### src/rtl/b64d_pkg.sv
`default_nettype none
package b64d_pkg;

  localparam int unsigned CountBits = 16;
  localparam int unsigned LimitBits = 16;
  localparam int unsigned CmpW = (CountBits > LimitBits) ? CountBits : LimitBits;

  localparam logic [LimitBits-1:0] LimitReset = '1;
  localparam logic [7:0] PadChar = 8'd61;

  // Result queue depth.
  localparam int unsigned QDepth = 4;
  localparam int unsigned QAw = $clog2(QDepth);

  localparam logic [1:0] ST_OK       = 2'd0;
  localparam logic [1:0] ST_BAD_LAST = 2'd1;
  localparam logic [1:0] ST_FULL     = 2'd2;
  localparam logic [1:0] ST_TRUNC    = 2'd3;

  localparam logic [1:0] PH_FIRST  = 2'd0;
  localparam logic [1:0] PH_SECOND = 2'd1;
  localparam logic [1:0] PH_THIRD  = 2'd2;
  localparam logic [1:0] PH_FOURTH = 2'd3;

  typedef struct packed {
    logic       is_final;
    logic [7:0] data_byte;
    logic [15:0] byte_count;
    logic [1:0] status;
  } res_t;

  // Sextet value 0..63, or 64 for a character outside the alphabet.
  function automatic logic [6:0] sextet_of(logic [7:0] c);
    if (c >= 8'h41 && c <= 8'h5a) return 7'(c - 8'h41);
    if (c >= 8'h61 && c <= 8'h7a) return 7'(c - 8'h61 + 8'd26);
    if (c >= 8'h30 && c <= 8'h39) return 7'(c - 8'h30 + 8'd52);
    if (c == 8'h2b) return 7'd62;
    if (c == 8'h2f) return 7'd63;
    return 7'd64;
  endfunction

endpackage
`default_nettype wire

### src/rtl/b64d_if.sv
`default_nettype none
interface b64d_in_if;
  logic       valid;
  logic       ready;
  logic [7:0] ch;
  logic       last;

  modport source (output valid, ch, last, input ready);
  modport sink (input valid, ch, last, output ready);
endinterface

interface b64d_out_if;
  logic        valid;
  logic        ready;
  logic        is_final;
  logic [7:0]  data_byte;
  logic [15:0] byte_count;
  logic [1:0]  status;

  modport source (output valid, is_final, data_byte, byte_count, status, input ready);
  modport sink (input valid, is_final, data_byte, byte_count, status, output ready);
endinterface
`default_nettype wire

### src/rtl/base64_stream_decoder_unit.sv
`default_nettype none
// Base64 stream decoder, one character per item.
// The first result of an item passes the input register and the result queue before
// it is offered. Throughput: one item per cycle while the queue has room and each item
// yields at most one result; a data byte plus end-of-string report makes two results.
// Reset (rst_ni, asynchronous, active low) clears the decoder state and queue and sets
// out_limit to 65535.
module base64_stream_decoder_unit
  import b64d_pkg::*;
(
  input  wire logic                 clk_i,
  input  wire logic                 rst_ni,
  input  wire logic                 cfg_we_i,
  input  wire logic [LimitBits-1:0] cfg_wdata_i,
  b64d_in_if.sink                   in_i,
  b64d_out_if.source                out_o
);

  logic                 in_valid_q;
  logic [7:0]           ch_q;
  logic                 last_q;
  logic [LimitBits-1:0] out_limit_q;
  logic                 has_room;
  logic                 proc_fire;
  logic [1:0]           n_res;
  res_t                 res0;
  res_t                 res1;

  assign proc_fire = in_valid_q && has_room;
  assign in_i.ready = !in_valid_q || has_room;

  always_ff @(posedge clk_i or negedge rst_ni) begin
    if (!rst_ni) begin
      in_valid_q  <= 1'b0;
      out_limit_q <= LimitReset;
    end else begin
      if (in_i.ready) in_valid_q <= in_i.valid;
      if (cfg_we_i) out_limit_q <= cfg_wdata_i;
    end
  end

  always_ff @(posedge clk_i) begin
    if (in_i.ready && in_i.valid) begin
      ch_q   <= in_i.ch;
      last_q <= in_i.last;
    end
  end

  b64d_core u_core (
    .clk_i       (clk_i),
    .rst_ni      (rst_ni),
    .fire_i      (proc_fire),
    .ch_i        (ch_q),
    .last_i      (last_q),
    .out_limit_i (out_limit_q),
    .n_res_o     (n_res),
    .res0_o      (res0),
    .res1_o      (res1)
  );

  b64d_queue u_queue (
    .clk_i      (clk_i),
    .rst_ni     (rst_ni),
    .n_push_i   (n_res),
    .push0_i    (res0),
    .push1_i    (res1),
    .has_room_o (has_room),
    .out_o      (out_o)
  );

endmodule
`default_nettype wire

### src/rtl/b64d_core.sv
`default_nettype none
module b64d_core
  import b64d_pkg::*;
(
  input  wire logic                 clk_i,
  input  wire logic                 rst_ni,
  input  wire logic                 fire_i,
  input  wire logic [7:0]           ch_i,
  input  wire logic                 last_i,
  input  wire logic [LimitBits-1:0] out_limit_i,
  output logic [1:0]                n_res_o,
  output res_t                      res0_o,
  output res_t                      res1_o
);

  logic [1:0]           phase_q, phase_d;
  logic [5:0]           prev_q, prev_d;
  logic [CountBits-1:0] bytes_q, bytes_d;
  logic                 fin_q, fin_d;
  logic [1:0]           fail_q, fail_d;

  logic [6:0]  sext;
  logic        skipped;
  logic        emit_want;
  logic        emit_ok;
  logic [7:0]  byte_val;
  logic [1:0]  st_final;
  logic [CmpW-1:0] bytes_ext;
  res_t        data_res;
  res_t        final_res;

  assign sext = sextet_of(ch_i);

  always_comb begin
    unique case (phase_q)
      PH_SECOND: byte_val = {prev_q, sext[5:4]};
      PH_THIRD:  byte_val = {prev_q[3:0], sext[5:2]};
      PH_FOURTH: byte_val = {prev_q[1:0], sext[5:0]};
      default:   byte_val = '0;
    endcase
  end

  // A byte is refused once the count reaches the limit or its own maximum.
  assign emit_ok = (CmpW'(bytes_q) < CmpW'(out_limit_i)) && (bytes_q != '1);

  always_comb begin
    phase_d   = phase_q;
    prev_d    = prev_q;
    bytes_d   = bytes_q;
    fin_d     = fin_q;
    fail_d    = fail_q;
    skipped   = 1'b0;
    emit_want = 1'b0;
    if (!fin_q) begin
      if (phase_q >= PH_THIRD && ch_i == PadChar) begin
        fin_d  = 1'b1;
        fail_d = ST_OK;
      end else if (sext[6]) begin
        skipped = 1'b1;
      end else begin
        if (phase_q != PH_FIRST) begin
          if (emit_ok) begin
            emit_want = 1'b1;
            bytes_d   = bytes_q + 1'b1;
          end else begin
            fin_d  = 1'b1;
            fail_d = ST_FULL;
          end
        end
        phase_d = phase_q + 2'd1;
        prev_d  = sext[5:0];
      end
    end

    priority if (fin_d) st_final = fail_d;
    else if (skipped) st_final = ST_BAD_LAST;
    else if (phase_d != PH_FIRST) st_final = ST_TRUNC;
    else st_final = ST_OK;
    bytes_ext = CmpW'(bytes_d);

    if (last_i) begin
      phase_d = PH_FIRST;
      prev_d  = '0;
      bytes_d = '0;
      fin_d   = 1'b0;
      fail_d  = ST_OK;
    end
  end

  always_comb begin
    data_res.is_final    = 1'b0;
    data_res.data_byte   = byte_val;
    data_res.byte_count  = '0;
    data_res.status      = ST_OK;
    final_res.is_final   = 1'b1;
    final_res.data_byte  = '0;
    final_res.byte_count = (st_final == ST_OK) ? bytes_ext[15:0] : 16'd0;
    final_res.status     = st_final;
    res0_o  = emit_want ? data_res : final_res;
    res1_o  = final_res;
    n_res_o = 2'(emit_want) + 2'(last_i);
    if (!fire_i) n_res_o = 2'd0;
  end

  always_ff @(posedge clk_i or negedge rst_ni) begin
    if (!rst_ni) begin
      phase_q <= PH_FIRST;
      prev_q  <= '0;
      bytes_q <= '0;
      fin_q   <= 1'b0;
      fail_q  <= ST_OK;
    end else if (fire_i) begin
      phase_q <= phase_d;
      prev_q  <= prev_d;
      bytes_q <= bytes_d;
      fin_q   <= fin_d;
      fail_q  <= fail_d;
    end
  end

endmodule
`default_nettype wire

### src/rtl/b64d_queue.sv
`default_nettype none
module b64d_queue
  import b64d_pkg::*;
(
  input  wire logic     clk_i,
  input  wire logic     rst_ni,
  input  wire logic [1:0] n_push_i,
  input  res_t          push0_i,
  input  res_t          push1_i,
  output logic          has_room_o,
  b64d_out_if.source    out_o
);

  res_t           mem_q [QDepth];
  logic [QAw-1:0] wp_q, rp_q;
  logic [QAw:0]   cnt_q;
  logic           pop;
  logic [QAw-1:0] wp_next;

  assign pop        = out_o.valid && out_o.ready;
  assign wp_next    = wp_q + 1'b1;
  // Room for the two results that one item may bring.
  assign has_room_o = cnt_q <= (QAw+1)'(QDepth - 2);

  assign out_o.valid      = cnt_q != '0;
  assign out_o.is_final   = mem_q[rp_q].is_final;
  assign out_o.data_byte  = mem_q[rp_q].data_byte;
  assign out_o.byte_count = mem_q[rp_q].byte_count;
  assign out_o.status     = mem_q[rp_q].status;

  always_ff @(posedge clk_i) begin
    if (n_push_i != 2'd0) mem_q[wp_q] <= push0_i;
    if (n_push_i == 2'd2) mem_q[wp_next] <= push1_i;
  end

  always_ff @(posedge clk_i or negedge rst_ni) begin
    if (!rst_ni) begin
      wp_q  <= '0;
      rp_q  <= '0;
      cnt_q <= '0;
    end else begin
      wp_q  <= wp_q + QAw'(n_push_i);
      if (pop) rp_q <= rp_q + 1'b1;
      cnt_q <= cnt_q + (QAw+1)'(n_push_i) - (QAw+1)'(pop);
    end
  end

endmodule
`default_nettype wire

### src/flat_wrapper.sv
// flat-port wrapper written by rule: the top's interface ports become plain ports
module base64_stream_decoder_unit_flat import b64d_pkg::*;
  (clk_i, rst_ni, cfg_we_i, cfg_wdata_i, in_i_valid, in_i_ch, in_i_last, in_i_ready, out_o_valid, out_o_is_final, out_o_data_byte, out_o_byte_count, out_o_status, out_o_ready);
  b64d_in_if in_i_i ();
  b64d_out_if out_o_i ();
  input  wire logic clk_i;
  input  wire logic rst_ni;
  input  wire logic cfg_we_i;
  input  wire logic [LimitBits-1:0] cfg_wdata_i;
  input wire logic [$bits(in_i_i.valid)-1:0] in_i_valid;
  input wire logic [$bits(in_i_i.ch)-1:0] in_i_ch;
  input wire logic [$bits(in_i_i.last)-1:0] in_i_last;
  output wire logic [$bits(in_i_i.ready)-1:0] in_i_ready;
  output wire logic [$bits(out_o_i.valid)-1:0] out_o_valid;
  output wire logic [$bits(out_o_i.is_final)-1:0] out_o_is_final;
  output wire logic [$bits(out_o_i.data_byte)-1:0] out_o_data_byte;
  output wire logic [$bits(out_o_i.byte_count)-1:0] out_o_byte_count;
  output wire logic [$bits(out_o_i.status)-1:0] out_o_status;
  input wire logic [$bits(out_o_i.ready)-1:0] out_o_ready;
  assign in_i_i.valid = in_i_valid;
  assign in_i_i.ch = in_i_ch;
  assign in_i_i.last = in_i_last;
  assign in_i_ready = in_i_i.ready;
  assign out_o_valid = out_o_i.valid;
  assign out_o_is_final = out_o_i.is_final;
  assign out_o_data_byte = out_o_i.data_byte;
  assign out_o_byte_count = out_o_i.byte_count;
  assign out_o_status = out_o_i.status;
  assign out_o_i.ready = out_o_ready;
  base64_stream_decoder_unit u_core (.clk_i(clk_i), .rst_ni(rst_ni), .cfg_we_i(cfg_we_i), .cfg_wdata_i(cfg_wdata_i), .in_i(in_i_i), .out_o(out_o_i));
endmodule
### config.mk
export PLATFORM = sky130hd
export DESIGN_NAME = base64_stream_decoder_unit_flat
export DESIGN_NICKNAME = d
export VERILOG_FILES = /design/src/rtl/b64d_pkg.sv /design/src/rtl/b64d_if.sv /design/src/rtl/base64_stream_decoder_unit.sv /design/src/rtl/b64d_core.sv /design/src/rtl/b64d_queue.sv /design/src/flat_wrapper.sv
export SDC_FILE = /design/constraint.sdc
export NUM_CORES = 1
export LEC_CHECK = 0
export ABC_AREA = 1
export BUFFER_PORTS_ARGS = -buffer_cell sky130_fd_sc_hd__buf_4
export CAP_MARGIN = 10
export CORE_ASPECT_RATIO = 1.1
export CORE_MARGIN = 3
export CORE_UTILIZATION = 40
export DETAILED_ROUTE_END_ITERATION = 8
export PLACE_DENSITY = 0.61
export SYNTH_ARGS = -nofsm -noshare
export SYNTH_HDL_FRONTEND = slang
export SYNTH_HIERARCHICAL = 1
export SYNTH_SLANG_ARGS = --single-unit
### constraint.sdc
create_clock -name clk_i -period 11.3 [get_ports clk_i]
set_input_delay 1.695 -clock clk_i [delete_from_list [all_inputs] [get_ports clk_i]]
set_output_delay 1.695 -clock clk_i [all_outputs]
set_load 0.01 [all_outputs]
-- After elaboration in Yosys (flattened, before gate mapping)
Memories as Yosys holds them, arrays and structs flattened.
Cells that the tools add are included.
- output and inout port bits: 29
- logic and storage cells: 132
- input port bits: 30
- RAM bits: 108
- register bits after elaboration: 60
- memories kept: 1
- memory list (memory ; words ; width ; read ports ; clocked after memory_dff ; wr ports ; RTL line ; RTL):
    u_core.u_queue.mem_q ; 4 ; 27 ; 1 ; 0 ; 2 ; b64d_queue.sv:14 ; res_t mem_q [QDepth];
- muxes and demuxes: 70
- eq/ne operators: 11
- add/subtract/negate cells: 13
- magnitude comparators: 9
- reduce and logical (&&, ||, !) cells: 16
- operators with widths (kind ; count):
    16-bit two-way mux ; 7
    7-bit two-way mux ; 10
    1-bit two-way mux ; 33
    2-bit two-way mux ; 14
    27-bit two-way mux ; 1
    8-bit by 6-bit equality test with 1-bit output (second input constant) ; 3
    6-bit two-way mux ; 4
    8-bit one-hot mux with 3 select lines ; 1
    16-bit by 1-bit adder with 16-bit output (second input constant) ; 1
    8-bit by 7-bit greater-or-equal comparator with 1-bit output (second input constant) ; 2
    8-bit by 7-bit <= comparator with 1-bit output (second input constant) ; 2
    16-bit less-than comparator ; 1
    16-bit inequality test (second input constant) ; 1
    7-bit subtractor (second input constant) ; 2
    8-bit by 6-bit greater-or-equal comparator with 1-bit output (second input constant) ; 1
    8-bit by 6-bit <= comparator with 1-bit output (second input constant) ; 1
    1-bit logical AND ; 8
    7-bit by 5-bit adder with 7-bit output (second input constant) ; 1
    7-bit by 6-bit adder with 7-bit output (second input constant) ; 1
    7-bit by 6-bit subtractor with 7-bit output (second input constant) ; 1
    2-bit by 1-bit adder with 2-bit output (second input constant) ; 3
    2-bit equality test (second input constant) ; 3
    2-bit by 1-bit inequality test with 1-bit output (second input constant) ; 3
    2-bit nonzero test ; 3
    12 further kinds ; 12

-- Logic depth before layout (Yosys ltp)
Gate-level depths: netlist of the first run.
- word-level depth: 28
- gate-level depth with buffers: 25
- mapped depth without buffers: 21

-- Hierarchy
The synthesis of the first run kept the hierarchy.
- by module, submodules not included (module ; seq. area each (µm²) ; cells each ; area each (µm²) ; instances):
    b64d_queue ; 3418.3 ; 762 ; 6226.0 ; 1
    b64d_core ; 675.6 ; 520 ; 3377.0 ; 1
    base64_stream_decoder_unit ; 715.7 ; 84 ; 992.2 ; 1

-- Worst setup path after synthesis of the first run
Ideal clock, no wire load.
- path type: flip-flop to flip-flop
- start: reg u_core.ch_q[2]
- end: mem u_core/u_queue/mem_q[3][0] in the netlist's numbering, enable pin
- period minus slack after synthesis: 4895 ps
- library setup time: 449 ps
- cell stages (with the launch flop): 21
- arrival time: 4446 ps
- required time: 10851 ps
- setup slack: 6405 ps
- path buffers: 4
- cell sequence: edfxtp_1 > buf_2 > inv_1 > ha_1 > nand2_1 > nand3_2 > nand2_2 > nand2_2 > nand2_2 > nand2_2 > nand3_2 > nand3_2 > nor2_4 > buf_4 > buf_4 > ha_1 > nand2_1 > inv_1 > buf_2 > nor2_1 > o21ai_0
- RTL lines (element ; RTL line ; RTL):
    from (decl) ; base64_stream_decoder_unit.sv:20 ; logic [7:0] ch_q;
    from (signal assigned) ; base64_stream_decoder_unit.sv:44 ; ch_q <= in_i.ch;
    to (decl) ; b64d_queue.sv:14 ;

==> results of run 1 <==
-- synth_stat cells, drive strengths merged --
master / count / area, um^2
a21boi: 1 / 7.51
a21oi: 21 / 105
a31oi: 1 / 6.26
and2: 1 / 6.26
buf: 54 / 395
clkbuf: 14 / 52.6
clkinv: 1 / 3.75
conb: 2 / 7.51
dfrtp: 35 / 876
dfstp: 16 / 420
edfxtp: 117 / 3510
fa: 1 / 20.0
ha: 33 / 413
inv: 167 / 627
nand2: 508 / 1990
nand3: 115 / 616
nand3b: 4 / 30.0
nand4: 13 / 87.6
nor2: 109 / 513
nor3: 11 / 70.1
nor4: 3 / 18.8
o211ai: 5 / 37.5
o21ai: 100 / 519
o221ai: 4 / 35.0
o22ai: 15 / 93.8
or2: 1 / 6.26
xnor2: 2 / 17.5
xor2: 12 / 105
-- power by group --
part	internal, mW	switching, mW
Sequential	0.779	0.0539
Combinational	0.293	0.600
Clock	0.328	0.251
Total	1.40	0.905
-- kinds of logic (layout without fill, tap and decap cells) --
kind of cell,count (synthesis),in the layout,share of synthesized area
AO/OA/AOI/OAI,147,147,0.0759
XOR/XNOR,14,14,0.0116
AND/OR/NAND/NOR,765,765,0.315
adder cells (fa/ha/maj),34,34,0.0409
other,2,9,0.000709
flip-flops,168,168,0.454
buffers and inverters,236,269,0.102
-- routing by layer --
layer | wire [um] | up-vias
met5 | 0 | -
met4 | 239 | 0
met3 | 1350 | 23
met2 | 12000 | 250
met1 | 11600 | 4018
li1 | - | 4419
-- how the worst min path moves through the flow --
stage / to / cells past startpoint / slack [ns] / start
floorplan: u_core/out_limit_q[10] / 2 / 0.45 / u_core/out_limit_q[10]
global placement: u_core/out_limit_q[2] / 2 / 0.46 / u_core/out_limit_q[2]
detailed placement: u_core/out_limit_q[1] / 2 / 0.46 / u_core/out_limit_q[1]
CTS: u_core/out_limit_q[1] / 2 / 0.47 / u_core/out_limit_q[1]
global route: u_core/out_limit_q[1] / 2 / 0.48 / u_core/out_limit_q[1]
finish: u_core/out_limit_q[1] / 2 / 0.47 / u_core/out_limit_q[1]
-- final cells by class --
class	count	share of cell area
clock buffers	19	0.0369
clock inverters	13	0.0123
inverters	168	0.0538
multi-input cells	969	0.404
flip-flops and latches	168	0.410
well taps	346	0.0369
repair buffers	69	0.0459
-- stage by stage --
| stage | hold slack, ns | setup WS (ns) | utilization | cell area [um^2] | total power [mW] |
|---|---|---|---|---|---|
| global placement | 0.455 | 5.86 | 0.434 | 11100 | 1.73 |
| floorplan | 0.447 | 6.41 | - | 10600 | 1.46 |
| detailed placement | 0.457 | 5.72 | 0.435 | 11200 | 1.75 |
| global route | 0.484 | 5.15 | 0.457 | 11700 | 2.48 |
| CTS | 0.470 | 5.71 | 0.457 | 11700 | 2.33 |
| finish | 0.467 | 5.71 | 0.457 | 11700 | 2.31 |
-- registers in the layout, summed over array words and instances (netlist names) --
register	flops
u_core/u_queue/cnt_q	3
u_core/out_limit_q	16
u_core/u_core/prev_q	6
u_core/in_valid_q	1
u_core/u_core/bytes_q	16
u_core/u_core/fin_q	1
u_core/u_queue/rp_q	2
u_core/u_core/phase_q	2
u_core/u_queue/mem_q	108
u_core/u_queue/wp_q	2
u_core/last_q	1
u_core/ch_q	8
u_core/u_core/fail_q	2
-- worst register-to-register path, stage by stage, from the launching register on --
cell,delay (ns)
edfxtp_1,0.53
inv_1,0.13
ha_1,0.29
nand2_1,0.11
nand3_2,0.06
nand2_2,0.09
nand2_2,0.09
nand2_2,0.11
nand2_2,0.07
nand3_2,0.13
nand3_2,0.15
nor2_4,0.82
ha_1,0.40
nand2_1,0.06
inv_1,0.10
inv_1,0.11
nand2_2,0.08
inv_2,0.07
buf_4,0.62
nand2_2,0.64
nand2_1,0.21
buf_4,0.38
==> results_dict.tcl, run 1 <==
set metrics [dict create \
    slew_violations 0 \
    p_per_area_nw_per_um2 197 \
    synth_area_um2 10600 \
    root_buffer "clkbuf_16" \
    hold_buffers 0 \
    synthCells 1366 \
    ys_seq_area_frac 0.454 \
    port_buffers 58 \
    ctsLongestPathBuffers 2 \
    ys_ff_latch 168 \
    path_buf_inv 6 \
    grtUsageMet3 0.0309 \
    critical-path-top-delay-family "simple AND/OR/NAND/NOR gates" \
    ir_drop_mv 0.108 \
    drive_above_1_share 0.137 \
    clock-sinks 168 \
    leakagePower_nw 5.59 \
    place_hpwl_mm 17.0 \
    grt_start_max_net_pins 85 \
    mostFrequentLayoutCells "nand2_1, inv_1, edfxtp_1, nand3_1, o21ai_0" \
    multi_input_area_um2 4740 \
    postRouteAntennaNets 0 \
    crit_end "u_core/u_queue/mem_q[2][7]" \
    wl_mm 25.2 \
    r2r_cells 21 \
    drc 0 \
    busiest_layer "met2" \
    rows 61 \
    vias 8710 \
    cts_resized 0 \
    grt_pass1_vias 8408 \
    yosysWarningCount 6 \
    grtUsageTotal 0.182 \
    globalRoute.totalOverflow 0 \
    path_cells "inv_1 -> ha_1 -> nand2_1 -> nand3_2 -> nand2_2 -> nand2_2 -> nand2_2 -> nand2_2 -> nand3_2 -> nand3_2 -> nor2_4 -> ha_1 -> nand2_1 -> inv_1 -> inv_1 -> nand2_2 -> inv_2 -> buf_4 -> nand2_2 -> nand2_1 -> buf_4" \
    setup_viol_count_final 0 \
    hp-class "reg -> reg" \
    syn_avg_cell_area_um2 7.76 \
    use_met2 0.311 \
    routedWlPerCell_um 14.4 \
    fin_crit_sh 0.495 \
    cts.clk_slew.worst_paths_ns 0.07 \
    status "finished, final reports clean" \
    numCtsBuffers 17 \
    cp.depth 21 \
    initial_utilization 0.413 \
    syn_to_final_growth_pct 10.7 \
    critPathRequiredTime_ns 11.38 \
    cp-end-kind "register" \
    die_area_um2 28500 \
    dr.pass1.iters 5 \
    reg2reg_slack_ns 5.71 \
    crit_top_cell "nand2_2" \
    period_needed_ns 5.59 \
    skew_ns 0.0107 \
    fin_nets 1457 \
    cts_max_level 4 \
    grt_setup_unrepaired "false" \
    final_common_cell "nand2_1" \
    cts_tree "yes" \
    grt_use_met1 0.246 \
    antenna_cells 0 \
    path_max_fanout 83 \
    path_class "reg -> reg" \
    place_congestion 0.854 \
    final-seq-area_um2 4810 \
    core_um2 25600 \
    slowest_stage "nor2_4" \
    yosys.cell_types.count 43 \
    slew_headroom 0.309 \
    grt_pass1_wl_mm 42.2 \
    fillers 2558 \
    worstMarginPinSlew_ns 1.03 \
    crit_path_start_kind "register" \
    startpoint "u_core/ch_q[2]" \
    critical_path.max_stage_delay_ns 0.81 \
    die_x_um 161 \
    drtIter0Drc 674 \
    antenna_found_initial 0 \
    r2r_start "u_core/ch_q[2]" \
    tns_ns 0 \
    stdcell_count 1752 \
    finalHoldViolCount 0 \
    r2r_end "u_core/u_queue/mem_q[2][7]" \
    die_h_um 177 \
    drv_cap 0 \
    vias_per_cell 4.97 \
    arrival_ns 5.67 \
    ios 59 \
    placedCellCount 1720 \
    fmax_mhz 179 \
    clk_latency_ns 0.42 \
    cts_setup_buffers 0 \
]
Note: power is estimated with default switching activity, not from simulation.
==> run 2, diff against run 1 <==
Clock period 11.3 ns to 5.46 ns, I/O delays scaled along.
==> run 2 against run 1 <==
Global-route usage hardly changed. Final area stayed put. Flip-flop and latch count stayed put. Worst setup slack worse by 4.4 ns. Total power is 110% higher. Sequential share of layout area stayed put. Critical path type unchanged.
==> results_dict.tcl, run 2 (synthesized netlist as in run 1, its figures left out) <==
set metrics [dict create \
    vias 8618 \
    fmax_mhz 240 \
    cts_max_level 4 \
    startpoint "u_core/ch_q[1]" \
    critPathRequiredTime_ns 5.55 \
    met1_length_mm 11.6 \
    cts_tree "yes" \
    cts.clk_slew.worst_paths_ns 0.07 \
    final_area_um2 11700 \
    grt_setup_unrepaired "false" \
    initial_utilization 0.413 \
    ir_drop_mv 0.261 \
    setup_viol_count_final 0 \
    fin_nets 1461 \
    routedWlPerCell_um 14.2 \
    fillers 2550 \
    slew_headroom 0.328 \
    place_congestion 0.852 \
    multi_input_area_um2 4740 \
    p_per_area_nw_per_um2 406 \
    cts_setup_buffers 0 \
    syn_to_final_growth_pct 10.7 \
    crit_path_start_kind "register" \
    postRouteAntennaNets 0 \
    antenna_cells 0 \
    mostFrequentLayoutCells "nand2_1, inv_1, edfxtp_1, nand3_1, o21ai_0" \
    antenna_found_initial 0 \
    dpl_worst_slack_ns 1.34 \
    hp-class "in -> async" \
    place_area_um2 11200 \
    drtIter0Drc 774 \
    grt_pass1_vias 8348 \
    final_common_cell "nand2_1" \
    path_class "reg -> reg" \
    final-seq-area_um2 4810 \
    numCtsBuffers 17 \
    r2r_cells 22 \
    place_hpwl_mm 16.3 \
    r2r_start "u_core/ch_q[1]" \
    skew_ns 0.0118 \
    placedCellCount 1724 \
    rows 61 \
    root_buffer "clkbuf_16" \
    status "finished, final reports clean" \
    grt_start_max_net_pins 84 \
    hold_buffers 0 \
    drv_cap 0 \
    die_h_um 177 \
    tns_ns 0 \
    globalRoute.totalOverflow 0 \
    route.met2.wl_mm 11.6 \
    vias_per_cell 4.91 \
    die_area_um2 28500 \
    top_layer "met4" \
    wl_mm 24.9 \
    cts_resized 0 \
    cp-end-kind "register" \
    arrival_ns 4.25 \
    dr.pass1.iters 6 \
    ios 59 \
    slew_violations 0 \
    drive_above_1_share 0.140 \
    fin_total_pwr_mw 4.77 \
    period_needed_ns 4.16 \
    die_x_um 161 \
    largest_register_ff_count 108 \
    worstMarginPinSlew_ns 1.01 \
    fin_crit_sh 0.762 \
    clock-sinks 168 \
    reg_top3 "u_core/u_queue/mem_q (108), u_core/out_limit_q (16), u_core/u_core/bytes_q (16)" \
    top_register "u_core/u_queue/mem_q" \
    leakagePower_nw 5.59 \
    stdcell_count 1756 \
    ctsLongestPathBuffers 2 \
    setup_ws_ns 1.30 \
    grtUsageTotal 0.183 \
    port_buffers 58 \
    clk_latency_ns 0.43 \
    grt_pass1_wl_mm 42.2 \
    core_um2 25600 \
    drc 0 \
    path_max_fanout 37 \
    finalHoldViolCount 0 \
    wl_met3_mm 1.30 \
]
-- run 2: changes by cell type in the layout (fill, tap and decap cells not counted) --
cell and delta:
clkinv_1 -1, bufinv_16 -1, inv_8 +2, clkbuf_1 -1
clkinv_4 -3, inv_6 +1, buf_16 -1, clkinvlp_4 +3
buf_4 +5
-- run 2: per-layer routing --
| metal | vias up | GRT usage |
|---|---|---|
| met2 | 232 | 0.305 |
| met3 | 29 | 0.0243 |
| met5 | - | 0 |
| li1 | 4430 | - |
| met4 | 0 | 0.0606 |
| met1 | 3927 | 0.246 |
-- run 2: area by class of cell --
| type | instances | area share |
|---|---|---|
| Sequential cell | 168 | 0.410 |
| Multi-Input combinational cell | 969 | 0.404 |
| Clock buffer | 18 | 0.0366 |
| Clock inverter | 14 | 0.0117 |
| Timing Repair Buffer | 73 | 0.0467 |
| Tap cell | 346 | 0.0369 |
| Inverter | 168 | 0.0538 |
-- run 2: through the flow --
stage / hold slack [ns] / util
after floorplan: 0.447 / -
after global placement: 0.457 / 0.435
after detailed placement: 0.459 / 0.435
after CTS: 0.455 / 0.457
after global routing: 0.483 / 0.457
final: 0.438 / 0.457
-- run 2: where the power goes --
part	internal [mW]	switching, mW	total, mW	leakage, nW
registers	1.61	0.107	1.72	1.72
logic	0.600	1.27	1.87	3.60
clock network	0.639	0.542	1.18	0.272
total	2.85	1.91	4.77	5.59
-- run 2: critical path, stage by stage, from the launching register on --
cell      delay (ns)
edfxtp_1        0.51
inv_1           0.16
ha_1            0.25
inv_1           0.06
nand2_1         0.07
nand3_2         0.07
nand2_2         0.09
nand2_2         0.10
nand2_2         0.12
nand2_2         0.07
nand3_2         0.13
nand3_2         0.15
nor2_4          0.13
ha_1            0.23
nand2_1         0.06
inv_1           0.11
inv_1           0.12
nand2_2         0.08
inv_2           0.07
buf_4           0.32
nand2_4         0.31
o21ai_2         0.20
buf_4           0.38
-- run 2: worst paths after layout --
path | to | slack [ns]
worst min-delay path | u_core/in_valid_q | 0.44
worst max-delay path | u_core/u_queue/mem_q[3][2] | 1.30
min in group clk_i | u_core/out_limit_q[1] | 0.47
worst max register to register | u_core/u_queue/mem_q[3][2] | 1.30
max in group asynchronous | u_core/u_queue/rp_q[0] | 4.53
worst min register to register | u_core/out_limit_q[1] | 0.47
